**config.mk**
```make
export PLATFORM = sky130hd
export DESIGN_NAME = abs_path_normalizer
export DESIGN_NICKNAME = d
export VERILOG_FILES = /design/src/apn_pkg.sv /design/src/apn_ram.sv /design/src/apn_ctrl.sv /design/src/apn_resq.sv /design/src/abs_path_normalizer.sv
export SDC_FILE = /design/constraint.sdc
export NUM_CORES = 2
export LEC_CHECK = 0
export BUFFER_PORTS_ARGS = -buffer_cell sky130_fd_sc_hd__buf_2
export CELL_PAD_IN_SITES_DETAIL_PLACEMENT = 1
export CELL_PAD_IN_SITES_GLOBAL_PLACEMENT = 2
export CORE_UTILIZATION = 50
export CTS_CLUSTER_SIZE = 12
export DETAILED_ROUTE_END_ITERATION = 8
export GPL_TIMING_DRIVEN = 0
export PLACE_DENSITY_LB_ADDON = 0.2
export SYNTH_ARGS = -nofsm -noshare
export SYNTH_HDL_FRONTEND = slang
export SYNTH_HIERARCHICAL = 1
export SYNTH_SLANG_ARGS = --single-unit
```
**constraint.sdc**
```tcl
create_clock -name clk_i -period 16.25 [get_ports clk_i]
set_input_delay 2.4375 -clock clk_i [delete_from_list [all_inputs] [get_ports clk_i]]
set_output_delay 2.4375 -clock clk_i [all_outputs]
set_load 0.01 [all_outputs]
```
**src/apn_pkg.sv**
```systemverilog
// Shared types, codes and constants of the absolute path normalizer.
package apn_pkg;

  // Default sizes of the output store and of the restore stack
  localparam int OUT_BYTES_DEF = 256;
  localparam int MAX_DEPTH_DEF = 256;

  // Output limit register
  localparam int            LIMIT_W   = 9;
  localparam logic [8:0]    LIMIT_RST = 9'd256;

  // Characters the parser cares about
  localparam logic [7:0] CHAR_NUL   = 8'h00;
  localparam logic [7:0] CHAR_SLASH = 8'h2F;
  localparam logic [7:0] CHAR_DOT   = 8'h2E;

  typedef enum logic {
    OP_FEED = 1'b0,
    OP_READ = 1'b1
  } op_e;

  typedef enum logic [1:0] {
    ST_OK        = 2'd0,
    ST_BAD_START = 2'd1,
    ST_TOO_LONG  = 2'd2
  } status_e;

  // Input beat
  typedef struct packed {
    logic       opcode;
    logic [7:0] path_byte;
    logic       last_byte;
    logic [7:0] read_index;
  } apn_in_t;

  // Output beat
  typedef struct packed {
    logic       done_res;
    logic [1:0] status;
    logic [7:0] norm_length;
    logic [7:0] read_data;
  } apn_out_t;

  // Result of one item as it leaves the control stage
  typedef struct packed {
    logic       done_res;
    logic [1:0] status;
    logic [7:0] norm_length;
    logic       rd_ok;     // read_data comes from the output store
    logic       len_stk;   // length comes from the restore stack read
  } apn_res_t;

endpackage

```
**src/apn_ram.sv**
```systemverilog
// Generic simple dual-port RAM: one write port, one registered read port.
module apn_ram #(
  parameter int WIDTH = 8,
  parameter int DEPTH = 256
) (
  input  logic                     clk_i,
  input  logic                     we_i,
  input  logic [$clog2(DEPTH)-1:0] waddr_i,
  input  logic [WIDTH-1:0]         wdata_i,
  input  logic                     re_i,
  input  logic [$clog2(DEPTH)-1:0] raddr_i,
  output logic [WIDTH-1:0]         rdata_o
);

  logic [WIDTH-1:0] mem_q [DEPTH];
  logic [WIDTH-1:0] rdata_q;

  // Write port
  always_ff @(posedge clk_i) begin
    if (we_i) begin
      mem_q[waddr_i] <= wdata_i;
    end
  end

  // Read port, data held until the next read
  always_ff @(posedge clk_i) begin
    if (re_i) begin
      rdata_q <= mem_q[raddr_i];
    end
  end

  assign rdata_o = rdata_q;

endmodule

```
**src/apn_ctrl.sv**
```systemverilog
// Parser state, limit register and read-modify-write control of both memories.
module apn_ctrl #(
  parameter int OUT_BYTES = apn_pkg::OUT_BYTES_DEF,
  parameter int MAX_DEPTH = apn_pkg::MAX_DEPTH_DEF
) (
  input  logic                              clk_i,
  input  logic                              rst_ni,
  input  logic                              cfg_we_i,
  input  logic [apn_pkg::LIMIT_W-1:0]       cfg_wdata_i,
  input  logic                              acc_i,
  input  apn_pkg::apn_in_t                  in_i,
  input  logic [$clog2(OUT_BYTES)-1:0]      stk_rdata_i,
  output logic                              ob_we_o,
  output logic [$clog2(OUT_BYTES)-1:0]      ob_waddr_o,
  output logic [7:0]                        ob_wdata_o,
  output logic                              ob_re_o,
  output logic [$clog2(OUT_BYTES)-1:0]      ob_raddr_o,
  output logic                              stk_we_o,
  output logic [$clog2(MAX_DEPTH)-1:0]      stk_waddr_o,
  output logic [$clog2(OUT_BYTES)-1:0]      stk_wdata_o,
  output logic                              stk_re_o,
  output logic [$clog2(MAX_DEPTH)-1:0]      stk_raddr_o,
  output apn_pkg::apn_res_t                 res_o
);

  localparam int AW  = $clog2(OUT_BYTES);
  localparam int SW  = $clog2(MAX_DEPTH);
  localparam int DCW = $clog2(MAX_DEPTH + 1);
  localparam int CW  = ((AW > apn_pkg::LIMIT_W) ? AW : apn_pkg::LIMIT_W) + 2;

  logic [apn_pkg::LIMIT_W-1:0] out_limit_q;
  logic [AW-1:0]               wp_q, wp_d, wp_cur;
  logic [DCW-1:0]              depth_q, depth_d;
  logic [1:0]                  pend_q, pend_d;
  logic [1:0]                  seglen_q, seglen_d;   // saturates at 3
  apn_pkg::status_e            err_q, err_d;
  logic                        started_q, started_d;
  logic                        done_q, done_d;
  logic                        pop_q, pop_d;
  logic [CW-1:0]               lim_c;

  // Limit register
  always_ff @(posedge clk_i or negedge rst_ni) begin
    if (!rst_ni) begin
      out_limit_q <= apn_pkg::LIMIT_RST;
    end else if (cfg_we_i) begin
      out_limit_q <= cfg_wdata_i;
    end
  end

  assign lim_c = (CW'(out_limit_q) > CW'(OUT_BYTES)) ? CW'(OUT_BYTES) : CW'(out_limit_q);

  // Write position restored by a pop is forwarded straight from the stack read
  assign wp_cur = pop_q ? stk_rdata_i : wp_q;

  // Per-item update
  always_comb begin
    logic [AW-1:0]    v_wp;
    logic [DCW-1:0]   v_depth;
    logic [1:0]       v_pend;
    logic [1:0]       v_seglen;
    apn_pkg::status_e v_err;
    logic [7:0]       b;
    logic             ends;
    logic             is_sep;
    logic             s;
    logic             pop;
    logic             end_now;
    logic [CW-1:0]    pos;
    logic [CW-1:0]    nput;
    logic [CW-1:0]    room;
    logic [CW-1:0]    wp_x;

    wp_d      = wp_cur;
    depth_d   = depth_q;
    pend_d    = pend_q;
    seglen_d  = seglen_q;
    err_d     = err_q;
    started_d = started_q;
    done_d    = done_q;
    pop_d     = 1'b0;

    ob_we_o     = 1'b0;
    ob_waddr_o  = '0;
    ob_wdata_o  = '0;
    ob_re_o     = 1'b0;
    ob_raddr_o  = AW'(in_i.read_index);
    stk_we_o    = 1'b0;
    stk_waddr_o = '0;
    stk_wdata_o = '0;
    stk_re_o    = 1'b0;
    stk_raddr_o = '0;
    res_o       = '0;

    b      = in_i.path_byte;
    ends   = (b == apn_pkg::CHAR_NUL) || in_i.last_byte;
    is_sep = (b == apn_pkg::CHAR_SLASH) || (b == apn_pkg::CHAR_NUL);

    // A feed after the end of a path starts over
    if (done_q) begin
      v_wp     = AW'(1);
      v_depth  = '0;
      v_pend   = '0;
      v_seglen = '0;
      v_err    = apn_pkg::ST_OK;
    end else begin
      v_wp     = wp_cur;
      v_depth  = depth_q;
      v_pend   = pend_q;
      v_seglen = seglen_q;
      v_err    = err_q;
    end
    s       = (v_depth != '0);
    pop     = 1'b0;
    end_now = 1'b0;
    pos     = '0;
    nput    = '0;
    room    = '0;
    wp_x    = CW'(v_wp);

    if (acc_i && (in_i.opcode == apn_pkg::OP_FEED)) begin
      if (v_err == apn_pkg::ST_OK) begin
        if (done_q || !started_q) begin
          // first byte: root slash goes to entry 0
          ob_we_o    = 1'b1;
          ob_waddr_o = '0;
          ob_wdata_o = apn_pkg::CHAR_SLASH;
          if ((b != apn_pkg::CHAR_SLASH) || (lim_c < CW'(2))) begin
            v_err = apn_pkg::ST_BAD_START;
          end
        end else if (is_sep) begin
          // keep a separator ready at the write position for the next segment
          ob_we_o    = 1'b1;
          ob_waddr_o = v_wp;
          ob_wdata_o = apn_pkg::CHAR_SLASH;
        end else if ((v_seglen == v_pend) && (b == apn_pkg::CHAR_DOT) && (v_pend != 2'd2)) begin
          // held-back dot, stored beyond the committed length
          pos        = wp_x + CW'(s) + CW'(v_pend);
          ob_we_o    = (pos < CW'(OUT_BYTES));
          ob_waddr_o = AW'(pos);
          ob_wdata_o = apn_pkg::CHAR_DOT;
          v_pend     = v_pend + 2'd1;
          v_seglen   = v_seglen + 2'd1;
        end else if (v_seglen == v_pend) begin
          // first name byte: push restore position, commit slash and dots
          if (v_depth >= DCW'(MAX_DEPTH)) begin
            v_err = apn_pkg::ST_TOO_LONG;
          end else begin
            stk_we_o    = 1'b1;
            stk_waddr_o = v_depth[SW-1:0];
            stk_wdata_o = v_wp;
            pos         = wp_x + CW'(s) + CW'(v_pend);
            ob_we_o     = (pos < CW'(OUT_BYTES));
            ob_waddr_o  = AW'(pos);
            ob_wdata_o  = b;
            nput        = CW'(s) + CW'(v_pend) + CW'(1);
            room        = (lim_c > wp_x + CW'(1)) ? (lim_c - wp_x - CW'(1)) : '0;
            if (room >= nput) begin
              v_wp     = AW'(wp_x + nput);
              v_depth  = v_depth + DCW'(1);
              v_seglen = (v_seglen == 2'd3) ? 2'd3 : (v_seglen + 2'd1);
            end else begin
              v_err = apn_pkg::ST_TOO_LONG;
              v_wp  = AW'(wp_x + room);
            end
            v_pend = '0;
          end
        end else begin
          // ordinary name byte
          if (wp_x + CW'(1) >= lim_c) begin
            v_err = apn_pkg::ST_TOO_LONG;
          end else begin
            ob_we_o    = 1'b1;
            ob_waddr_o = v_wp;
            ob_wdata_o = b;
            v_wp       = v_wp + AW'(1);
            v_seglen   = (v_seglen == 2'd3) ? 2'd3 : (v_seglen + 2'd1);
          end
        end

        // segment end: ".." pops one level unless at the root
        end_now = (!done_q && started_q && is_sep) || (ends && (v_err == apn_pkg::ST_OK));
        if (end_now) begin
          if ((v_seglen != '0) && (v_pend == 2'd2) && (v_depth != '0)) begin
            pop         = 1'b1;
            v_depth     = v_depth - DCW'(1);
            stk_re_o    = 1'b1;
            stk_raddr_o = v_depth[SW-1:0];
          end
          v_seglen = '0;
          v_pend   = '0;
        end
      end

      wp_d      = v_wp;
      depth_d   = v_depth;
      pend_d    = v_pend;
      seglen_d  = v_seglen;
      err_d     = v_err;
      started_d = 1'b1;
      done_d    = ends;
      pop_d     = pop;

      res_o.done_res    = ends;
      res_o.status      = v_err;
      res_o.norm_length = (v_err == apn_pkg::ST_BAD_START) ? 8'd0 : 8'(v_wp);
      res_o.len_stk     = pop;
      res_o.rd_ok       = 1'b0;
    end else if (acc_i) begin
      // read beat: state untouched
      ob_re_o           = 1'b1;
      res_o.done_res    = done_q;
      res_o.status      = err_q;
      res_o.norm_length = (err_q == apn_pkg::ST_BAD_START) ? 8'd0 : 8'(wp_cur);
      res_o.len_stk     = 1'b0;
      res_o.rd_ok       = (err_q != apn_pkg::ST_BAD_START)
                          && (CW'(in_i.read_index) < CW'(wp_cur))
                          && (CW'(in_i.read_index) < CW'(OUT_BYTES));
    end
  end

  // State registers
  always_ff @(posedge clk_i or negedge rst_ni) begin
    if (!rst_ni) begin
      wp_q      <= AW'(1);
      depth_q   <= '0;
      pend_q    <= '0;
      seglen_q  <= '0;
      err_q     <= apn_pkg::ST_OK;
      started_q <= 1'b0;
      done_q    <= 1'b0;
      pop_q     <= 1'b0;
    end else begin
      wp_q      <= wp_d;
      depth_q   <= depth_d;
      pend_q    <= pend_d;
      seglen_q  <= seglen_d;
      err_q     <= err_d;
      started_q <= started_d;
      done_q    <= done_d;
      pop_q     <= pop_d;
    end
  end

endmodule

```
**src/apn_resq.sv**
```systemverilog
// Result queue: waits for memory read data, then holds the output beat.
module apn_resq #(
  parameter int OUT_BYTES = apn_pkg::OUT_BYTES_DEF
) (
  input  logic                         clk_i,
  input  logic                         rst_ni,
  input  logic                         acc_i,
  input  apn_pkg::apn_res_t            res_i,
  input  logic [7:0]                   ob_rdata_i,
  input  logic [$clog2(OUT_BYTES)-1:0] stk_rdata_i,
  output logic                         in_stall_o,
  output logic                         out_valid_o,
  input  logic                         out_stall_i,
  output apn_pkg::apn_out_t            out_data_o
);

  logic              s1v_q, s1v_d;
  apn_pkg::apn_res_t s1_q;
  logic              ov_q, ov_d;
  apn_pkg::apn_out_t od_q, od_d;
  logic              adv;

  // Beat in the memory stage moves on when the output slot frees
  assign adv        = s1v_q && (!ov_q || !out_stall_i);
  assign in_stall_o = s1v_q && !adv;

  always_comb begin
    s1v_d = acc_i ? 1'b1 : (adv ? 1'b0 : s1v_q);
    ov_d  = adv ? 1'b1 : (out_stall_i ? ov_q : 1'b0);
    od_d  = od_q;
    if (adv) begin
      od_d.done_res    = s1_q.done_res;
      od_d.status      = s1_q.status;
      od_d.norm_length = s1_q.len_stk ? 8'(stk_rdata_i) : s1_q.norm_length;
      od_d.read_data   = s1_q.rd_ok ? ob_rdata_i : 8'd0;
    end
  end

  // Control
  always_ff @(posedge clk_i or negedge rst_ni) begin
    if (!rst_ni) begin
      s1v_q <= 1'b0;
      ov_q  <= 1'b0;
    end else begin
      s1v_q <= s1v_d;
      ov_q  <= ov_d;
    end
  end

  // Payload
  always_ff @(posedge clk_i) begin
    if (acc_i) begin
      s1_q <= res_i;
    end
    od_q <= od_d;
  end

  assign out_valid_o = ov_q;
  assign out_data_o  = od_q;

endmodule

```
**src/abs_path_normalizer.sv**
```systemverilog
// Top level of the absolute path normalizer.
// One beat is taken per cycle while the input is not stalled, feed or read alike; its
// result passes through the registered read of the output store or restore stack RAM
// and then the output register. Each feed does a single read-modify-write of the parser
// registers with at most one output store write and one restore stack access; a ".."
// pop forwards the restored write position from the stack read port to the next beat,
// so a pop never holds up the next beat. The result side holds up to two beats; input
// stalls only while both are waiting on a stalled output. Neither memory is cleared after
// reset, so the block is ready at once; a read of an output entry that no path has
// written returns unspecified data.
module abs_path_normalizer #(
  parameter int OUT_BYTES = apn_pkg::OUT_BYTES_DEF,
  parameter int MAX_DEPTH = apn_pkg::MAX_DEPTH_DEF
) (
  input  logic                        clk_i,
  input  logic                        rst_ni,
  input  logic                        cfg_we_i,
  input  logic [apn_pkg::LIMIT_W-1:0] cfg_wdata_i,
  input  logic                        in_valid_i,
  output logic                        in_stall_o,
  input  apn_pkg::apn_in_t            in_data_i,
  output logic                        out_valid_o,
  input  logic                        out_stall_i,
  output apn_pkg::apn_out_t           out_data_o
);

  localparam int AW = $clog2(OUT_BYTES);
  localparam int SW = $clog2(MAX_DEPTH);

  logic              acc;
  logic              ob_we, ob_re;
  logic [AW-1:0]     ob_waddr, ob_raddr;
  logic [7:0]        ob_wdata, ob_rdata;
  logic              stk_we, stk_re;
  logic [SW-1:0]     stk_waddr, stk_raddr;
  logic [AW-1:0]     stk_wdata, stk_rdata;
  apn_pkg::apn_res_t res;

  assign acc = in_valid_i && !in_stall_o;

  apn_ctrl #(
    .OUT_BYTES (OUT_BYTES),
    .MAX_DEPTH (MAX_DEPTH)
  ) u_ctrl (
    .clk_i       (clk_i),
    .rst_ni      (rst_ni),
    .cfg_we_i    (cfg_we_i),
    .cfg_wdata_i (cfg_wdata_i),
    .acc_i       (acc),
    .in_i        (in_data_i),
    .stk_rdata_i (stk_rdata),
    .ob_we_o     (ob_we),
    .ob_waddr_o  (ob_waddr),
    .ob_wdata_o  (ob_wdata),
    .ob_re_o     (ob_re),
    .ob_raddr_o  (ob_raddr),
    .stk_we_o    (stk_we),
    .stk_waddr_o (stk_waddr),
    .stk_wdata_o (stk_wdata),
    .stk_re_o    (stk_re),
    .stk_raddr_o (stk_raddr),
    .res_o       (res)
  );

  // Normalized path bytes
  apn_ram #(
    .WIDTH (8),
    .DEPTH (OUT_BYTES)
  ) u_out_ram (
    .clk_i   (clk_i),
    .we_i    (ob_we),
    .waddr_i (ob_waddr),
    .wdata_i (ob_wdata),
    .re_i    (ob_re),
    .raddr_i (ob_raddr),
    .rdata_o (ob_rdata)
  );

  // Write positions to restore on ".."
  apn_ram #(
    .WIDTH (AW),
    .DEPTH (MAX_DEPTH)
  ) u_stk_ram (
    .clk_i   (clk_i),
    .we_i    (stk_we),
    .waddr_i (stk_waddr),
    .wdata_i (stk_wdata),
    .re_i    (stk_re),
    .raddr_i (stk_raddr),
    .rdata_o (stk_rdata)
  );

  apn_resq #(
    .OUT_BYTES (OUT_BYTES)
  ) u_resq (
    .clk_i       (clk_i),
    .rst_ni      (rst_ni),
    .acc_i       (acc),
    .res_i       (res),
    .ob_rdata_i  (ob_rdata),
    .stk_rdata_i (stk_rdata),
    .in_stall_o  (in_stall_o),
    .out_valid_o (out_valid_o),
    .out_stall_i (out_stall_i),
    .out_data_o  (out_data_o)
  );

endmodule

```
# Word level (Yosys, flattened, before mapping)
# Memories as Yosys holds them, arrays and structs flattened. A register that Yosys moved wholly into a read port is not among the register bits.
# Cells that the tools add are included.
dict set report totals {
  n_memories 2
  ram_bits 4096
  ff_bits 69
  word_cells 215
  romBits 0
  latch_bits 0
  out_inout_bits 21
  input_bits 32
}
# name words width read_ports rd_ports_with_merged_regs write_ports line_no
set memory_table {}
lappend memory_table {u_out_ram.mem_q 256 8 1 1 1 apn_ram.sv:15} ;# logic [WIDTH-1:0] mem_q [DEPTH];
lappend memory_table {u_stk_ram.mem_q 256 8 1 1 1 apn_ram.sv:15}
dict set report op_classes {
  n_reduce_logical 31
  mux 128
  bitwise_logic 1
  div_mod_pow 0
  add_sub_neg 14
  magnitude_cmp 8
  shifts 0
  mul 0
  eq_ne 11
}
# op count
set ops {}
lappend ops {{$mux W8} 48}
lappend ops {{$mux W9} 13}
lappend ops {{$mux W2} 36}
lappend ops {{$mux W1} 29}
lappend ops {{$ge A11 B11 Y1} 2}
lappend ops {{$reduce_bool A9 Y1} 2}
lappend ops {{$add A8 B8 Y8} 2}
lappend ops {{$eq A8 B6 Y1 const B} 2}
lappend ops {{$mux W13} 1}
lappend ops {{$logic_and A1 B1 Y1} 12}
lappend ops {{$add A11 B2 Y11} 1}
lappend ops {{$gt A11 B11 Y1} 1}
lappend ops {{$lt A11 B2 Y1 const B} 1}
lappend ops {{$lt A11 B9 Y1 const B} 1}
lappend ops {{$mux W11} 1}
lappend ops {{$sub A11 B1 Y11 const B} 1}
lappend ops {{$sub A11 B8 Y11} 1}
lappend ops {{$add A8 B1 Y9} 1}
lappend ops {{$add A8 B1 Y9 const B} 1}
lappend ops {{$add A9 B1 Y9 const B} 1}
lappend ops {{$ge A9 B9 Y1 const B} 1}
lappend ops {{$gt A9 B9 Y1 const B} 1}
lappend ops {{$sub A9 B1 Y9 const B} 1}
lappend ops {{$add A8 B1 Y8 const B} 1}
lappend ops {{other kinds (16)} 32}

# Logic depth before layout (Yosys ltp)
dict set report depth {
  ltp_word 21
  mapped_depth 41
  depth_no_buf 33
}

# Cells and area by module
# Netlist, hierarchy kept.
# module instances seq_area_each_um2 area_per_inst_um2 cells_per_inst
set modules_own_cells {}
lappend modules_own_cells {apn_ram 2 61739.2 79636.4 3733}
lappend modules_own_cells {apn_ctrl 1 878.3 5320.1 716}
lappend modules_own_cells {apn_resq 1 1011.0 1222.4 55}
lappend modules_own_cells {abs_path_normalizer 1 0.0 13.8 1}

# Least setup slack after synthesis
# Ideal clock, no wire load.
dict set report synth_timing {
  path_kind {register to register}
  from {register u_ctrl.done_q}
  to {memory u_out_ram.mem_q[0][0], data pin}
  arrival_time_ns 10.038
  n_path_buf 3
  setup_slack_ns 4.824
  t_required_ns 14.861
  stages_incl_launch_ff 18
  period_less_slack_ns 11.426
  setup_time_ns 1.389
  cell_sequence {dfrtp_1 > clkbuf_1 > buf_1 > nor2_1 > ha_1 > nor3b_1 > nand2_1 > xnor2_1 > ha_1 > and4b_1 > a31o_2 > a21o_1 > nor2_1 > buf_1 > nand2_1 > nand2_1 > a21oi_1 > nor2_1}
}
dict set report synth_via {
  elab_chain_len 10
  word_cells_on_any_way 22
  classes_between {1 x add/sub; 2 x order compare; 2 x eq/ne; 13 x mux; 4 x reduce/logical}
}
# element line_no
set synth_lines {}
lappend synth_lines {{from (decl)} apn_ctrl.sv:38} ;# logic done_q, done_d;
lappend synth_lines {{from (signal assigned)} apn_ctrl.sv:240} ;# done_q <= done_d;
lappend synth_lines {{$mux W8} apn_ctrl.sv:100} ;# if (done_q) begin
lappend synth_lines {{$add A8 B1 Y9} apn_ctrl.sv:170} ;# if (wp_x + CW'(1) >= lim_c) begin
lappend synth_lines {{$ge A11 B11 Y1} apn_ctrl.sv:170}
lappend synth_lines {{$mux W8} apn_ctrl.sv:170}
lappend synth_lines {{$mux W8} apn_ctrl.sv:144} ;# end else if (v_seglen == v_pend) begin
lappend synth_lines {{$mux W8} apn_ctrl.sv:136} ;# end else if ((v_seglen == v_pend) && (b == apn_pkg::CHAR_DOT) && (v_pend != 2'd2)) begin
lappend synth_lines {{$mux W8} apn_ctrl.sv:131} ;# end else if (is_sep) begin
lappend synth_lines {{$mux W8} apn_ctrl.sv:123} ;# if (done_q || !started_q) begin
lappend synth_lines {{$mux W8 *} apn_ctrl.sv:122} ;# if (v_err == apn_pkg::ST_OK) begin
lappend synth_lines {{$mux W8 *} apn_ctrl.sv:121} ;# if (acc_i && (in_i.opcode == apn_pkg::OP_FEED)) begin
lappend synth_lines {{via ob_wdata[0]} abs_path_normalizer.sv:33} ;# logic [7:0] ob_wdata, ob_rdata;
lappend synth_lines {{to (decl)} apn_ram.sv:15}
# Mark *: on every way through the listed nets, which the timed path passes. The rest lies on a longest branch.

# Final worst setup path
dict set report layout_timing {
  from {register u_ctrl.done_q}
  to {register u_stk_ram.rdata_q[3], in the netlist u_stk_ram/rdata_o[3] (read register of u_stk_ram.mem_q), data pin}
}
dict set report layout_via {
  elab_chain_len 20
  word_cells_on_any_way 81
  classes_between {9 x add/sub; 4 x order compare; 4 x eq/ne; 49 x mux; 15 x reduce/logical}
}
# element line_no
set layout_lines {}
lappend layout_lines {{parallel branches: the longest is 18 deep, another holds $sub A11 B8 Y11} --}
lappend layout_lines {{$mux W8 *} apn_ctrl.sv:122}
lappend layout_lines {{$mux W8 *} apn_ctrl.sv:121}
lappend layout_lines {{via stk_raddr[1]} abs_path_normalizer.sv:35} ;# logic [SW-1:0] stk_waddr, stk_raddr;
lappend layout_lines {{to (decl)} apn_ram.sv:16} ;# logic [WIDTH-1:0] rdata_q;
# Mark *: on every way through the listed nets, which the timed path passes. The select of a mux whose other input is x is not followed.
# A chain may end at the register's enable or synchronous reset.

==> metrics.txt <==
Buffers on Ports 50; Final setup viols 0; die area 334000 um^2; vias 91300; cells after synthesis 8238; Worst-path clk slew about 60 ps; Final ANT Viol Nets 0; Critical Path Fanout Max 10; Compound-Gate Fraction of Synth Area 0.04114; final cycle utilization of the critical path 0.8866; Setup CP Type register to register; DR vias/cell 6.755; Post-route DRC 0; Hold Fails Final Rpt 0; yosys warns 6; Sw Ratio 0.2349; IO Count 53; postcts setup bufs 0; setup TNS 0 ps; CP delay by family, top simple AND/OR/NAND/NOR gates; async set-reset flop share out of synthesis 0.008850; utilization after layout 0.5661; main combinational cell family by area after synthesis multiplexers; TritonCTS Buffers 426; Core Area 330300 um^2; # rows 211; Synth area leaders edfxtp_1, mux4_2, mux2i_1; register area share after synthesis 0.7560; Peak Freq 69.41 MHz; Worst slew margin -0.1061; die height just under 600 um; DRT iter0 DRCs 12790; CP required 16930 ps; die width between 500 and 600 um; CP Capture Type register; Yosys cell types about 110; wire per inst 41.32 um; RSZ-0062 raised after global routing no; Seq pwr share 0.523; Leakage ~60 nW; largest net degree at the start of global routing 89; PnR worst setup slack ~1800 ps; Setup WS pre-CTS approximately 2300 ps; MaxCap Viol Count 6; Switching Power 5.405 mW; peak supply drop slightly above 0.0001 V; DR pass1 iterations 6; Synth Area per Inst 20.13 um^2; HP Class register to register; clock share of power 0.394; fin crit period 14410 ps; GPL Wtd Cong between 0.9 and 1; max incr delay on CP 1000 ps; Skew-Pair Late Insertion Delay 1000 ps; Initial Util 0.5021; Comb pwr share 0.083; post-synth top area cell edfxtp_1; simple logic cell fraction of the synthesized area 0.03336; failing checks capacitance limit, slew limit; Post-synth top flop edfxtp_1; hold_ws 419.5 ps; first-pass GRT wire length 756600 um; status complete, but fails checks; # nets final 8940; top-area cell type share of the netlist area 0.7504; global route overflow 0; CTS max path bufs 4; adder-cell share of the synthesized area 0.004708; Syn-to-layout area delta 12.74%; hpwl dp 395400 um; Routed WL roughly 560000 um; Cell Area, Synth 165800 um^2; post-synthesis mux area share 0.1429; H-tree depth 5; CP arrival 15090 ps; post-synthesis xor/xnor area fraction 0.001841; hold_buf cts 0; number of global-route vias before repair approximately 92000; initial antenna violation count 30; critical path's most frequent cell ha_1; Seq cells post-synth 4181; pwr dens roughly 120 nW/um^2; fraction of layout cells with a size suffix above 1 0.2158; clk root buf clkbuf_16; TritonCTS clock tree built; CTS resizes 0; Setup Skew 121.6 ps; WP buf/inv 10; CP startpoint kind register; slowest CP cell a221oi_1; Slew Viols, Final 38; EDFF count, synth 4144; overall fraction of global-route tracks in use 0.3334; Worst-Margin Slew 1644 ps; Sink Count ~4200; Internal between 15 and 20 mW
[cell usage in the layout (no fill, tap or decap), types with 28 or more instances in the layout]
cell       synthesis  layout
dfrtp_1           35      35
clkinv_1           6     106
edfxtp_1        4144    4144
buf_8             26      28
a21oi_1          250     250
buf_6             45      50
clkbuf_16          0     432
mux2i_1          282     282
mux4_2           908     908
o221ai_1          93      93
o22ai_1           66      66
nor4_1            57      42
o21ai_0           72      72
ha_1              56      56
inv_1             51      51
buf_2             64     120
buf_1             46      38
a221oi_1          29      29
nor3_1            61      61
nand2_1          130     130
clkbuf_1         241     321
nand3_1           83      83
nor2b_1           74      74
a211oi_1          38      36
buf_12            16      95
buf_4             63      74
a22oi_1          269     269
clkinv_2           0      35
clkbuf_2           0      43
nor2_1           653     637
[kinds of logic (layout without fill, tap and decap cells)]
group,count (synthesis),after routing
flops,4181,4181
fa+ha+maj,60,60
compound gates,980,980
buf+inv,561,1462
mux,1218,1218
simple gates,1206,1206
other cells,1,12
xor+xnor,31,31
[worst paths after layout]
kind / cells past startpoint / start / endpoint / slack, ps
worst min register to register: 0 / u_resq/s1_q[10] / u_resq/out_data_o[16] / 420
worst max register to register: 36 / u_ctrl/done_q / u_stk_ram/rdata_o[3] / 1840
worst max-delay path: 36 / u_ctrl/done_q / u_stk_ram/rdata_o[3] / 1840
min in group asynchronous: 1 / rst_ni / u_ctrl/out_limit_q[2] / 1640
max in group asynchronous: 1 / rst_ni / u_ctrl/wp_q[6] / 13980
worst min-delay path: 0 / u_resq/s1_q[10] / u_resq/out_data_o[16] / 420
[sequential cells by signal, summed over array words and instances, names as in the netlist, 2 cells and up]
name,cells
u_ctrl/depth_q,9
u_ctrl/err_q,2
u_ctrl/out_limit_q,9
u_ctrl/pend_q,2
u_ctrl/seglen_q,2
u_ctrl/wp_q,8
u_out_ram/mem_q,2048
u_out_ram/rdata_o,8
u_resq/out_data_o,19
u_resq/s1_q,13
u_stk_ram/mem_q,2048
u_stk_ram/rdata_o,8
[metrics by stage]
stage	area (um^2)	total power [mW]	instances
5_1_grt	186900	23.54	13510
3_5_place_dp	174300	14.11	12780
6_report	187000	23.01	13520
3_3_place_gp	171600	14.13	12660
2_1_floorplan	165800	13.37	8241
4_1_cts	186900	23.06	13500
[cell usage after synthesis (all sizes together), types with 12 or more instances]
| library cell | n |
|---|---|
| o221ai | 95 |
| nand2 | 132 |
| nor2 | 653 |
| mux4 | 912 |
| a31oi | 18 |
| a22o | 17 |
| clkbuf | 242 |
| nor2b | 75 |
| a211oi | 38 |
| nand3 | 83 |
| dfrtp | 35 |
| a2111oi | 12 |
| inv | 52 |
| nand2b | 27 |
| nor4 | 63 |
| ha | 56 |
| mux2i | 283 |
| a221oi | 31 |
| and2 | 27 |
| buf | 260 |
| a22oi | 269 |
| mux2 | 23 |
| a21oi | 251 |
| o211ai | 27 |
| nor3 | 62 |
| xnor2 | 24 |
| o22ai | 67 |
| o21ai | 80 |
| edfxtp | 4144 |
| nand4 | 27 |
[area by class of cell]
cell class              count  area, um^2
fillers                 28320      143300
flip-flops and latches   4181      125400
multi-input cells        3499       37410
clock buffers             555       11300
well taps                4366        5463
plain buffers             503        3172
repair buffers            179        2781
clock inverters           167        1226
inverters                  58       217.7
diodes                      8       20.02
[metal layers]
| layer | GRT usage | wire (um) | share of wire | up-vias |
|---|---|---|---|---|
| met3 | 0.07596 | 57450 | 0.10 | 1196 |
| li1 | - | - | - | 35390 |
| met5 | 0 | 106 | 0.00019 | - |
| met2 | 0.5209 | 258900 | 0.46 | 5599 |
| met4 | 0.1855 | 36700 | 0.066 | 16 |
| met1 | 0.4365 | 205400 | 0.37 | 49100 |
[power by group through the flow]
stage / sequential (mW) / combinational (mW) / clock [mW]
6_report: 12.0 / 1.91 / 9.07
5_1_grt: 12.0 / 2.00 / 9.52
4_1_cts: 12.0 / 1.87 / 9.17
3_5_place_dp: 12.3 / 1.86 / 0
3_3_place_gp: 12.4 / 1.69 / 0
2_1_floorplan: 12.3 / 1.03 / 0
Power figures use the tool's default switching activity.
